`src/hdl/vpa_pkg.sv`:
```
// shared types and codes of the versioned persistent array
package vpa_pkg;

   localparam int VALUE_W = 32;

   typedef logic [1:0]         action_type;
   typedef logic [9:0]         version_type;
   typedef logic [10:0]        position_type;
   typedef logic [10:0]        len_cfg_type;
   typedef logic signed [31:0] value_type;
   typedef logic [2:0]         status_type;

   // item actions
   localparam action_type ACT_LOAD   = 2'd0;
   localparam action_type ACT_MODIFY = 2'd1;
   localparam action_type ACT_QUERY  = 2'd2;

   // result status
   localparam status_type STATUS_OK      = 3'd0;
   localparam status_type STATUS_BAD_POS = 3'd1;
   localparam status_type STATUS_BAD_VER = 3'd2;
   localparam status_type STATUS_FULL    = 3'd3;
   localparam status_type STATUS_LATE    = 3'd4;

endpackage

```
`src/hdl/vpa_builder.sv`:
```
// base tree builder: writes the balanced tree in preorder, one node per cycle
module vpa_builder #(
   parameter int MAX_LEN   = 1024,
   parameter int NODE_POOL = 16384
) (
   input  logic                                          clock,
   input  logic                                          reset,
   input  logic                                          start,
   input  logic [$clog2(MAX_LEN + 1)-1:0]                len,
   output logic                                          busy,
   output logic                                          node_we,
   output logic [$clog2(NODE_POOL)-1:0]                  node_waddr,
   output logic [2*$clog2(NODE_POOL)+vpa_pkg::VALUE_W-1:0] node_wdata
);
   import vpa_pkg::*;

   localparam int LEN_W = $clog2(MAX_LEN + 1);
   localparam int NA_W  = $clog2(NODE_POOL);
   localparam int STK_D = $clog2(MAX_LEN) + 2;
   localparam int SP_W  = $clog2(STK_D + 1);
   localparam int TI_W  = $clog2(STK_D);
   localparam int BN_W  = $clog2(2 * MAX_LEN);

   logic [LEN_W-1:0] stk_lo_ff [STK_D];
   logic [LEN_W-1:0] stk_hi_ff [STK_D];
   logic [LEN_W-1:0] stk_lo_in [STK_D];
   logic [LEN_W-1:0] stk_hi_in [STK_D];
   logic [SP_W-1:0]  sp_ff, sp_in;
   logic [BN_W-1:0]  n_ff, n_in;

   logic [TI_W-1:0]  top_idx;
   logic [LEN_W-1:0] top_lo, top_hi, mid;
   logic [LEN_W:0]   mid_sum;
   logic             leaf;
   logic [31:0]      left_link, right_link;

   function automatic logic [NA_W-1:0] link(input logic [31:0] a);
      link = (a < 32'(NODE_POOL)) ? NA_W'(a) : '0;
   endfunction

   assign top_idx = TI_W'(sp_ff - SP_W'(1));
   assign top_lo  = stk_lo_ff[top_idx];
   assign top_hi  = stk_hi_ff[top_idx];
   assign mid_sum = {1'b0, top_lo} + {1'b0, top_hi};
   assign mid     = mid_sum[LEN_W:1];
   assign leaf    = (top_lo == top_hi);

   // preorder: left child follows at once, right child after the whole left subtree
   assign left_link  = 32'(n_ff) + 32'd1;
   assign right_link = 32'(n_ff) + 32'd2 * (32'(mid) - 32'(top_lo) + 32'd1);

   assign busy       = (sp_ff != '0);
   assign node_we    = busy && (32'(n_ff) < 32'(NODE_POOL));
   assign node_waddr = NA_W'(n_ff);
   assign node_wdata = leaf ? '0 : {link(left_link), link(right_link), VALUE_W'(0)};

   always_comb begin
      stk_lo_in = stk_lo_ff;
      stk_hi_in = stk_hi_ff;
      sp_in     = sp_ff;
      n_in      = n_ff;
      if (start) begin
         stk_lo_in[0] = LEN_W'(1);
         stk_hi_in[0] = len;
         sp_in        = SP_W'(1);
         n_in         = '0;
      end else if (busy) begin
         n_in = n_ff + BN_W'(1);
         if (leaf) begin
            sp_in = sp_ff - SP_W'(1);
         end else begin
            stk_lo_in[top_idx]     = mid + LEN_W'(1);
            stk_hi_in[top_idx]     = top_hi;
            stk_lo_in[TI_W'(sp_ff)] = top_lo;
            stk_hi_in[TI_W'(sp_ff)] = mid;
            sp_in = sp_ff + SP_W'(1);
         end
      end
   end

   always_ff @(posedge clock) begin
      if (reset) begin
         sp_ff <= '0;
         n_ff  <= '0;
      end else begin
         sp_ff <= sp_in;
         n_ff  <= n_in;
      end
      stk_lo_ff <= stk_lo_in;
      stk_hi_ff <= stk_hi_in;
   end

endmodule
```
`config.mk`:
```
export PLATFORM = sky130hd
export DESIGN_NAME = vpa_builder
export DESIGN_NICKNAME = d
export VERILOG_FILES = /design/src/hdl/vpa_pkg.sv /design/src/hdl/vpa_builder.sv
export SDC_FILE = /design/constraint.sdc
export NUM_CORES = 1
export LEC_CHECK = 0
export ABC_AREA = 1
export ABC_CLOCK_PERIOD_IN_PS = 8200
export BUFFER_PORTS_ARGS = -buffer_cell sky130_fd_sc_hd__clkbuf_2
export CAP_MARGIN = 20
export CORE_MARGIN = 2
export CORE_UTILIZATION = 55
export CTS_CLUSTER_SIZE = 20
export DETAILED_ROUTE_END_ITERATION = 10
export GPL_TIMING_DRIVEN = 0
export PLACE_DENSITY = 0.7
export SLEW_MARGIN = 20
export SYNTH_ARGS = -nofsm -noshare
export SYNTH_HDL_FRONTEND = slang
export SYNTH_SLANG_ARGS = --single-unit
```
`constraint.sdc`:
```
create_clock -name clock -period 8.2 [get_ports clock]
set_input_delay 0.82 -clock clock [delete_from_list [all_inputs] [get_ports clock]]
set_output_delay 0.82 -clock clock [all_outputs]
set_load 0.005 [all_outputs]
```
# Word level (Yosys, flattened, before mapping)
# Index checks and enable logic that the tools add are counted.
# W data, S select, Z words.
dict set report totals {
  register_bits 279
  wordCells 79
}
dict set report op_classes {
  n_mux 23
  order_cmp 6
  n_addsub 9
  bitwise_logic 4
  n_reduce_logical 8
  n_eq_ne 2
}
# op count
set ops {}
lappend ops {{$bwmux W132} 4}
lappend ops {{$mux W132} 2}
lappend ops {{$bmux W11 S4} 2}
lappend ops {{$demux W11 S4} 2}
lappend ops {{$mux W11} 7}
lappend ops {{$mux W58} 1}
lappend ops {{$lt A32 B15 Y1 const B} 1}
lappend ops {{$add A11 B1 Y11 const B} 2}
lappend ops {{$add A12 B14 Y15} 1}
lappend ops {{$lt A12 B15 Y1 const B} 1}
lappend ops {{$mux W14} 1}
lappend ops {{$add A12 B2 Y13 const B} 1}
lappend ops {{$add A11 B1 Y12 const B} 1}
lappend ops {{$add A11 B11 Y12} 1}
lappend ops {{$mux W12} 1}
lappend ops {{$sub A11 B11 Y12} 1}
lappend ops {{$eq A11 B11 Y1} 1}
lappend ops {{$ge A5 B5 Y1 const B} 2}
lappend ops {{$lt A5 B1 Y1 const B} 2}
lappend ops {{$not A4 Y5} 2}
lappend ops {{$add A4 B1 Y4 const B} 1}
lappend ops {{$mux W4} 1}
lappend ops {{$reduce_and A2 Y1} 2}
lappend ops {{$reduce_bool A4 Y1} 1}
lappend ops {{8 further kinds} 11}

# Logic depth before layout (Yosys ltp)
# Gate-level depths: netlist of run 1.
dict set report depth {
  depth_word 12
  mapped_depth 46
}

# Worst setup path before layout of run 1
# No wires, ideal clock.
dict set report synth_path {
  path_type {flip-flop to output port}
  startpoint {reg sp_ff[0]}
  endpoint {out node_wdata[35] in the netlist's numbering}
  slack_ps 514
  path_stages_with_launch 40
  arrival_ps 6866
  n_path_buf 7
  path_cell_list {dfxtp_1 -> buf_2 -> inv_2 -> buf_2 -> buf_1 -> ha_1 -> xnor2_4 -> clkbuf_1 -> o221ai_1 -> a22o_1 -> nand2_1 -> buf_2 -> inv_1 -> ha_1 -> fa_1 -> inv_1 -> clkbuf_1 -> ha_1 -> [4 not listed] -> nor2_1 -> nand3_1 -> nor2_1 -> nand3_1 -> nor2_2 -> xor2_1 -> inv_1 -> ha_1 -> inv_1 -> nor4_1 -> nand3_1 -> nand4_1 -> a21o_1 -> nand3_2 -> nand2_2 -> inv_2 -> buf_6 -> nor3_2}
}
dict set report synth_via {
  elab_chain_cells 12
  elab_cells_between_ends 16
  cone_classes {add/sub: 5; order compare: 1; eq/ne: 1; mux: 8; bitwise: 1}
}
# element line_no
set synth_rtl {}
lappend synth_rtl {{start: declaration} vpa_builder.sv:28} ;# logic [SP_W-1:0] sp_ff, sp_in;
lappend synth_rtl {{start signal: assignment} vpa_builder.sv:86} ;# sp_ff <= sp_in;
lappend synth_rtl {{$sub A4 B1 Y4 *} vpa_builder.sv:41} ;# assign top_idx = TI_W'(sp_ff - SP_W'(1));
lappend synth_rtl {{$not A4 Y5 (implied by the code) *} {vpa_builder.sv:42, vpa_builder.sv:43}}
lappend synth_rtl {{$bmux W11 S4, on equally long branches} {vpa_builder.sv:42, vpa_builder.sv:43}}
lappend synth_rtl {{$mux W11, on equally long branches (2 in series)} {vpa_builder.sv:42, vpa_builder.sv:43}}
lappend synth_rtl {{$add A11 B11 Y12} vpa_builder.sv:44} ;# assign mid_sum = {1'b0, top_lo} + {1'b0, top_hi};
lappend synth_rtl {{$sub A11 B11 Y12} vpa_builder.sv:50} ;# assign right_link = 32'(n_ff) + 32'd2 * (32'(mid) - 32'(top_lo) + 32'd1);
lappend synth_rtl {{$add A12 B2 Y13} vpa_builder.sv:50}
lappend synth_rtl {{$add A12 B14 Y15} vpa_builder.sv:50}
lappend synth_rtl {{$lt A32 B15 Y1} vpa_builder.sv:38} ;# link = (a < 32'(NODE_POOL)) ? NA_W'(a) : '0;
lappend synth_rtl {{$mux W14} vpa_builder.sv:38}
lappend synth_rtl {{$mux W58 *} vpa_builder.sv:55} ;# assign node_wdata = leaf ? '0 : {link(left_link), link(right_link), VALUE_W'(0)};
lappend synth_rtl {{end: declaration} vpa_builder.sv:13} ;# output logic [2*$clog2(NODE_POOL)+vpa_pkg::VALUE_W-1:0] node_wdata
# Every way passes the cells marked *; elsewhere a longest branch is shown, timed or not. The select of a mux whose other input is x is not followed.

# Final worst setup path of run 1
dict set report layout_path {
  startpoint {reg sp_ff[0]}
  endpoint {out node_wdata[36] in the netlist's numbering}
}
# The elaborated chain is that of the path after synthesis.

==> impl_metrics.tcl, run 1 <==
set metrics [dict create \
    status "completed" \
    io_buffers 52 \
    path_delay_family "adder cells" \
    ioPinCount 90 \
    cts_sinks 279 \
    dr.pass1.iters 8 \
    grtUsageMet3_pct 6.980 \
    seq_power_share_pct 26.0 \
    final_nets 2064 \
    synth_cells 1861 \
    dp.cells 2347 \
    setup_viol 0 \
    p_leak_nw 7.568 \
    routedWlPerCell_um 24.34 \
    n_fill_cell 2496 \
    dpl.hpwl_um 42890 \
    grt_pass1_wl_um 85990 \
    num_rows 63 \
    clkTransAtPathRegs_ns 0.06 \
    grt_util_met2_pct 57.77 \
    finClkSkew_ns 0.01240 \
    finalHoldViolCount 0 \
    initial_core_util_pct 55.82 \
    numCtsBuffers 29 \
    period_share_pct 97.46 \
    place.gp.congestion 1.003 \
    netlist_area_um2 16500 \
    combPwrFrac_pct 53.8 \
    cpPeakStageDelay_ns 0.58 \
    crit_path_frequent_cell "inv_1" \
    critPathCaptureType "output port" \
    critPathBufInv 15 \
    worstPathMaxFanout 17 \
    drv_cap 0 \
    fin_cells 2416 \
    r2r_setup_slack_ns 2.39 \
    worst_ep_required_time_ns 7.38 \
    grt_max_degree 23 \
    die_area_um2 31400 \
    synth-edff-count 253 \
    period_minus_slack_ns 7.992 \
    die_h_um 177.2 \
    yosysSeqAreaShare_pct 49.20 \
    ant_nets 0 \
    crit_path_top_delay_cell "fa_2" \
    worstMarginPinSlew_ns 0.9531 \
    p_clk_share_pct 20.2 \
    placed_area_um2 17730 \
    grt_pass1_vias 14370 \
    multi_input_area_um2 7233 \
    cp-start-kind "flop" \
    critPathKind "flop to output port" \
    cts_tree "yes" \
    power.internal_mw 3.337 \
    drc_errors 0 \
    slew_violations 0 \
    synthToLayoutAreaGrowth_pct 15.99 \
    clockRootBuffer "clkbuf_16" \
    fin_area_um2 19140 \
    grt_use_total_pct 36.93 \
    drt-initial-drc-count 2476 \
    swShare_pct 45.92 \
    clk_path_buf_depth 3 \
    antenna_found_initial 1 \
    wl_um 58810 \
    async_flop_share_pct 0 \
    synth-seq-cells 279 \
    die-width_um 177.2 \
    vias 15640 \
    arrival_ns 7.17 \
    peakVddDrop_uv 204.3 \
    syn_area_per_cell_um2 8.867 \
    relSlewSlack_pct 36.46 \
    clock.fmax_mhz 125.1 \
    synth_flop_cell "edfxtp_1" \
    hold_class "primary input to flop" \
    h-tree-depth 1 \
    ys_types 50 \
    viasPerCell 6.473 \
    grt_use_met1_pct 50.23 \
    synth_warnings 0 \
    gr-total-overflow 0 \
    seq_area_um2 8123 \
    drive_above_1_share_pct 17.68 \
    p_sw_mw 2.834 \
    powerDensity_nw_per_um2 322.4 \
    core-area_um2 29560 \
    worstSkewPairLatency_ns 0.57 \
    grt-busiest-layer "met2" \
]
[repair_timing]
action | 4_1_cts | 5_1_grt
resized for setup | 89 | 42
buffers inserted | 9 | 9
endpoints found under the setup margin | 14 | 14
pin swaps | 7 | 11
hold buffers | 0 | 0
gates cloned | 0 | 1
[power groups by stage]
stage	clock, mW	sequential (mW)	combinational [mW]
after detailed placement	0	1.63	2.97
after global placement	0	1.63	2.90
final	1.25	1.60	3.32
after floorplan	0	1.63	2.04
after CTS	1.23	1.60	3.12
after global routing	1.29	1.61	3.58
[metrics by stage]
step | setup TNS, ns | hold slack [ns] | worst slack (ns) | power, mW | util [%]
floorplan | 0 | 0.4266 | 0.5141 | 3.674 | -
global placement | -27.06 | 0.4400 | -2.004 | 4.535 | 58.81
detailed placement | -27.23 | 0.4479 | -2.036 | 4.608 | 59.97
CTS | 0 | 0.4257 | 0.002551 | 5.957 | 63.96
global route | -0.1082 | 0.4438 | -0.02470 | 6.471 | 64.74
finish | 0 | 0.4349 | 0.2083 | 6.171 | 64.75
[path summary, 6_finish.rpt]
path	to	from	cells after the start
setup / recovery	node_wdata[36]	sp_ff[0]	39
hold / removal	sp_ff[0]	reset	2
setup reg to reg	stk_hi_ff[42]	sp_ff[0]	22
hold reg to reg	stk_lo_ff[125]	stk_lo_ff[125]	2
[kinds of logic (layout without fill, tap and decap cells)]
| family | after synthesis | count (layout) | synth area share (%) |
|---|---|---|---|
| and+or+nand+nor | 621 | 621 | 16.40 |
| AOI/OAI and AO/OA | 530 | 530 | 19.53 |
| buffers and inverters | 360 | 488 | 9.744 |
| DFF | 279 | 279 | 49.20 |
| adders and majority gates | 46 | 46 | 3.625 |
| xor gates and xnor gates | 24 | 24 | 1.479 |
| other | 1 | 38 | 0.02273 |
[final cells by class]
cell class	count	share of cell area, %
Timing Repair Buffer	79	3.177
Inverter	181	3.635
Tap cell	390	2.550
Buffer	176	5.884
Antenna cell	1	0.01307
Clock buffer	32	3.850
Sequential cell	279	42.44
Multi-Input combinational cell	1258	37.79
Clock inverter	20	0.6603
[cells in the mapped netlist, types with 17 or more instances]
cell / instances / area (um^2)
nand3_1: 74 / 370.4
inv_2: 28 / 105.1
ha_1: 43 / 538.0
inv_1: 151 / 566.8
clkbuf_1: 87 / 326.6
dfxtp_1: 26 / 520.5
nand2_1: 294 / 1104
edfxtp_1: 253 / 7597
o21ai_1: 19 / 95.09
nor2_1: 176 / 660.6
a21oi_1: 51 / 255.2
xor2_1: 19 / 166.4
o22ai_1: 247 / 1545
o21ai_0: 141 / 705.7
buf_2: 38 / 190.2
o221ai_1: 17 / 148.9
buf_4: 43 / 322.8
[cells in the final DEF (no fill, tap or decap), types with 7 or more instances in the layout]
| cell | count |
|---|---|
| nor3_2 | 8 |
| dfxtp_1 | 24 |
| clkbuf_2 | 55 |
| buf_2 | 22 |
| clkbuf_4 | 7 |
| inv_1 | 149 |
| conb_1 | 37 |
| clkbuf_16 | 29 |
| clkinv_2 | 13 |
| buf_4 | 63 |
| buf_16 | 7 |
| nor2_1 | 175 |
| nand3_1 | 74 |
| a32o_1 | 15 |
| o21ai_0 | 141 |
| nand2_2 | 14 |
| nand2_1 | 285 |
| o21ai_1 | 19 |
| xor2_1 | 18 |
| o211ai_1 | 7 |
| nor2_2 | 17 |
| a21oi_4 | 12 |
| ha_1 | 34 |
| a21oi_1 | 37 |
| edfxtp_1 | 253 |
| o22ai_1 | 247 |
| clkbuf_1 | 72 |
| nor2_4 | 7 |
| o221ai_1 | 17 |
| inv_2 | 28 |
| buf_6 | 20 |
| a22o_1 | 16 |
| nand4_1 | 16 |
[worst register-to-register path, stage by stage (launching register included)]
cell      delay, ns
dfxtp_4        0.37
buf_12         0.14
inv_6          0.08
buf_12         0.14
ha_4           0.28
buf_6          0.14
clkinv_4       0.09
clkbuf_8       0.21
o21ai_0        0.10
o22ai_1        0.09
nand2_1        0.10
and3_1         0.22
clkbuf_1       0.45
inv_1          0.15
ha_1           0.40
nor2_1         0.12
nand3_1        0.12
nor4_4         0.70
inv_2          0.30
nand3_1        0.34
clkbuf_2       0.57
a21oi_4        0.20
buf_16         0.26
[routing by layer]
layer | vias to the layer above | wire (um)
met5 | - | 18
li1 | 6862 | -
met4 | 2 | 2778
met1 | 7407 | 21990
met3 | 194 | 7283
met2 | 1174 | 26740
[flip-flops by register name, summed over array words and instances, names as in the netlist]
register   cells
stk_lo_ff    132
sp_ff          4
n_ff          11
stk_hi_ff    132
No activity file was read; power rests on OpenSTA's default activity.
==> run 2: changes to the inputs <==
--- a/config.mk
+++ b/config.mk
@@ -7,14 +7,14 @@
 export LEC_CHECK = 0
 export ABC_AREA = 1
 export ABC_CLOCK_PERIOD_IN_PS = 8200
-export BUFFER_PORTS_ARGS = -buffer_cell sky130_fd_sc_hd__clkbuf_2
 export CAP_MARGIN = 20
 export CORE_MARGIN = 2
 export CORE_UTILIZATION = 55
 export CTS_CLUSTER_SIZE = 20
 export DETAILED_ROUTE_END_ITERATION = 10
+export DONT_BUFFER_PORTS = 1
 export GPL_TIMING_DRIVEN = 0
-export PLACE_DENSITY = 0.7
+export PLACE_DENSITY = 0.67
 export SLEW_MARGIN = 20
 export SYNTH_ARGS = -nofsm -noshare
 export SYNTH_HDL_FRONTEND = slang
==> impl_metrics.tcl, run 2 (synthesis gave the netlist of run 1 again) <==
set metrics [dict create \
    ioPinCount 90 \
    clk_path_buf_depth 3 \
    dr.pass1.iters 8 \
    numCtsBuffers 30 \
    h-tree-depth 1 \
    timing.rr.start "sp_ff[0]" \
    critPathCaptureType "output port" \
    worstPathMaxFanout 10 \
    seq_power_share_pct 26.1 \
    p_clk_share_pct 21.5 \
    drive_above_1_share_pct 15.93 \
    total_power_mw 6.141 \
    io_buffers 0 \
    relSlewSlack_pct 40.24 \
    antenna_cells 0 \
    min_to "sp_ff[0]" \
    drv_cap 0 \
    drt-initial-drc-count 2348 \
    min_from "reset" \
    critPathBufInv 12 \
    dpl.hpwl_um 42410 \
    reg2regPathDepth 22 \
    drc_errors 0 \
    fin_area_um2 19000 \
    gr-total-overflow 0 \
    crit_path_top_delay_cell "clkbuf_1" \
    placed_area_um2 17480 \
    r2r_setup_slack_ns 2.46 \
    r2r-end "stk_hi_ff[75]" \
    finClkSkew_ns 0.02010 \
    hold_class "primary input to flop" \
    power.internal_mw 3.341 \
    status "completed" \
    p_leak_nw 7.410 \
    clkTransAtPathRegs_ns 0.06 \
    cts_tree "yes" \
    period_minus_slack_ns 8.025 \
    final_nets 2015 \
    wl_um 58610 \
    path_delay_family "adder cells" \
    antenna_found_initial 0 \
    finalHoldViolCount 0 \
    hold_buffers 0 \
    die_h_um 177.2 \
    hold_path_depth 1 \
    grt_pass1_vias 14530 \
    critPathKind "flop to output port" \
    worstSetupPathDepth 35 \
    clock.fmax_mhz 124.6 \
    swShare_pct 45.60 \
    vias 15320 \
    core-area_um2 29560 \
    cp-start-kind "flop" \
    peakVddDrop_uv 199.2 \
    cts_sinks 279 \
    crit_path_frequent_cell "inv_1" \
    startpoint "sp_ff[0]" \
    period_share_pct 97.86 \
    worst_ep_required_time_ns 7.38 \
    routedWlPerCell_um 24.75 \
    final_cell_mix "nand2_1, edfxtp_1, o22ai_1, nor2_1, inv_1" \
    ant_nets 0 \
    grt_max_degree 23 \
    die_area_um2 31400 \
    clockRootBuffer "clkbuf_16" \
    combPwrFrac_pct 52.4 \
    place.gp.congestion 1.037 \
    setup_viol 0 \
    mostFrequentLayoutCell "nand2_1" \
    powerDensity_nw_per_um2 323.1 \
    largest_registers "stk_hi_ff x132, stk_lo_ff x132, n_ff x11" \
    initial_core_util_pct 55.82 \
    cpPeakStageDelay_ns 0.67 \
    grt_use_total_pct 36.85 \
    slew_violations 0 \
    p_sw_mw 2.800 \
    num_rows 63 \
    die-width_um 177.2 \
    viasPerCell 6.469 \
    worstMarginPinSlew_ns 0.8922 \
    arrival_ns 7.20 \
    synthToLayoutAreaGrowth_pct 15.17 \
    worstSkewPairLatency_ns 0.57 \
    grt_pass1_wl_um 86280 \
]
## run 2: routing by layer
layer	share of wire, %	global-route usage, %
met1	38	49.77
met2	46	58.97
met3	11	6.529
met4	4.8	14.91
met5	0	0
## run 2: worst max path at each step
stage                     endpoint  slack [ns]
floorplan           node_wdata[35]        0.51
global placement    node_wdata[36]       -1.76
detailed placement  node_wdata[35]       -1.90
CTS                 node_wdata[36]        0.01
global route        node_wdata[35]       -0.09
finish              node_wdata[35]        0.18
## run 2: through the flow
stage | hold WS (ns) | utilization (%) | cells | TNS [ns] | worst slack [ns]
after floorplan | 0.4266 | - | 1897 | 0 | 0.5141
after global placement | 0.4392 | 57.93 | 2287 | -23.84 | -1.756
after detailed placement | 0.4413 | 59.13 | 2295 | -25.75 | -1.898
after CTS | 0.3200 | 63.39 | 2355 | 0 | 0.01292
after global routing | 0.3147 | 64.29 | 2368 | -0.3075 | -0.09204
final | 0.3229 | 64.29 | 2368 | 0 | 0.1753
## run 2: repair_timing
item / in CTS / in global routing
gates resized for setup: 90 / 60
endpoints found under the setup margin: 14 / 14
pin swaps: 8 / 21
setup buffers: 8 / 12
cloned: 0 / 1
## run 2: area by class of cell
| class | instances | area, um^2 |
|---|---|---|
| Inverter | 181 | 698.2 |
| Buffer | 176 | 1162 |
| Fill cell | 2516 | 10560 |
| Tap cell | 390 | 488.0 |
| Multi-Input combinational cell | 1258 | 7232 |
| Timing Repair Buffer | 29 | 375.4 |
| Sequential cell | 279 | 8123 |
| Clock inverter | 13 | 108.9 |
| Clock buffer | 42 | 817.0 |
## run 2: power by group through the flow
stage,registers (mW),clock network (mW),logic [mW]
finish,1.60,1.32,3.21
global route,1.61,1.37,3.46
floorplan,1.63,0,2.04
CTS,1.60,1.31,3.00
detailed placement,1.63,0,2.86
global placement,1.64,0,2.78
## run 2: worst register-to-register path, delay by kind of cell, from the launching register on
family / cells / cell delay [ns]
DFF: 1 / 0.37
buffers and inverters: 11 / 2.46
AOI/OAI and AO/OA: 3 / 0.40
and+or+nand+nor: 6 / 1.56
adders and majority gates: 2 / 0.67
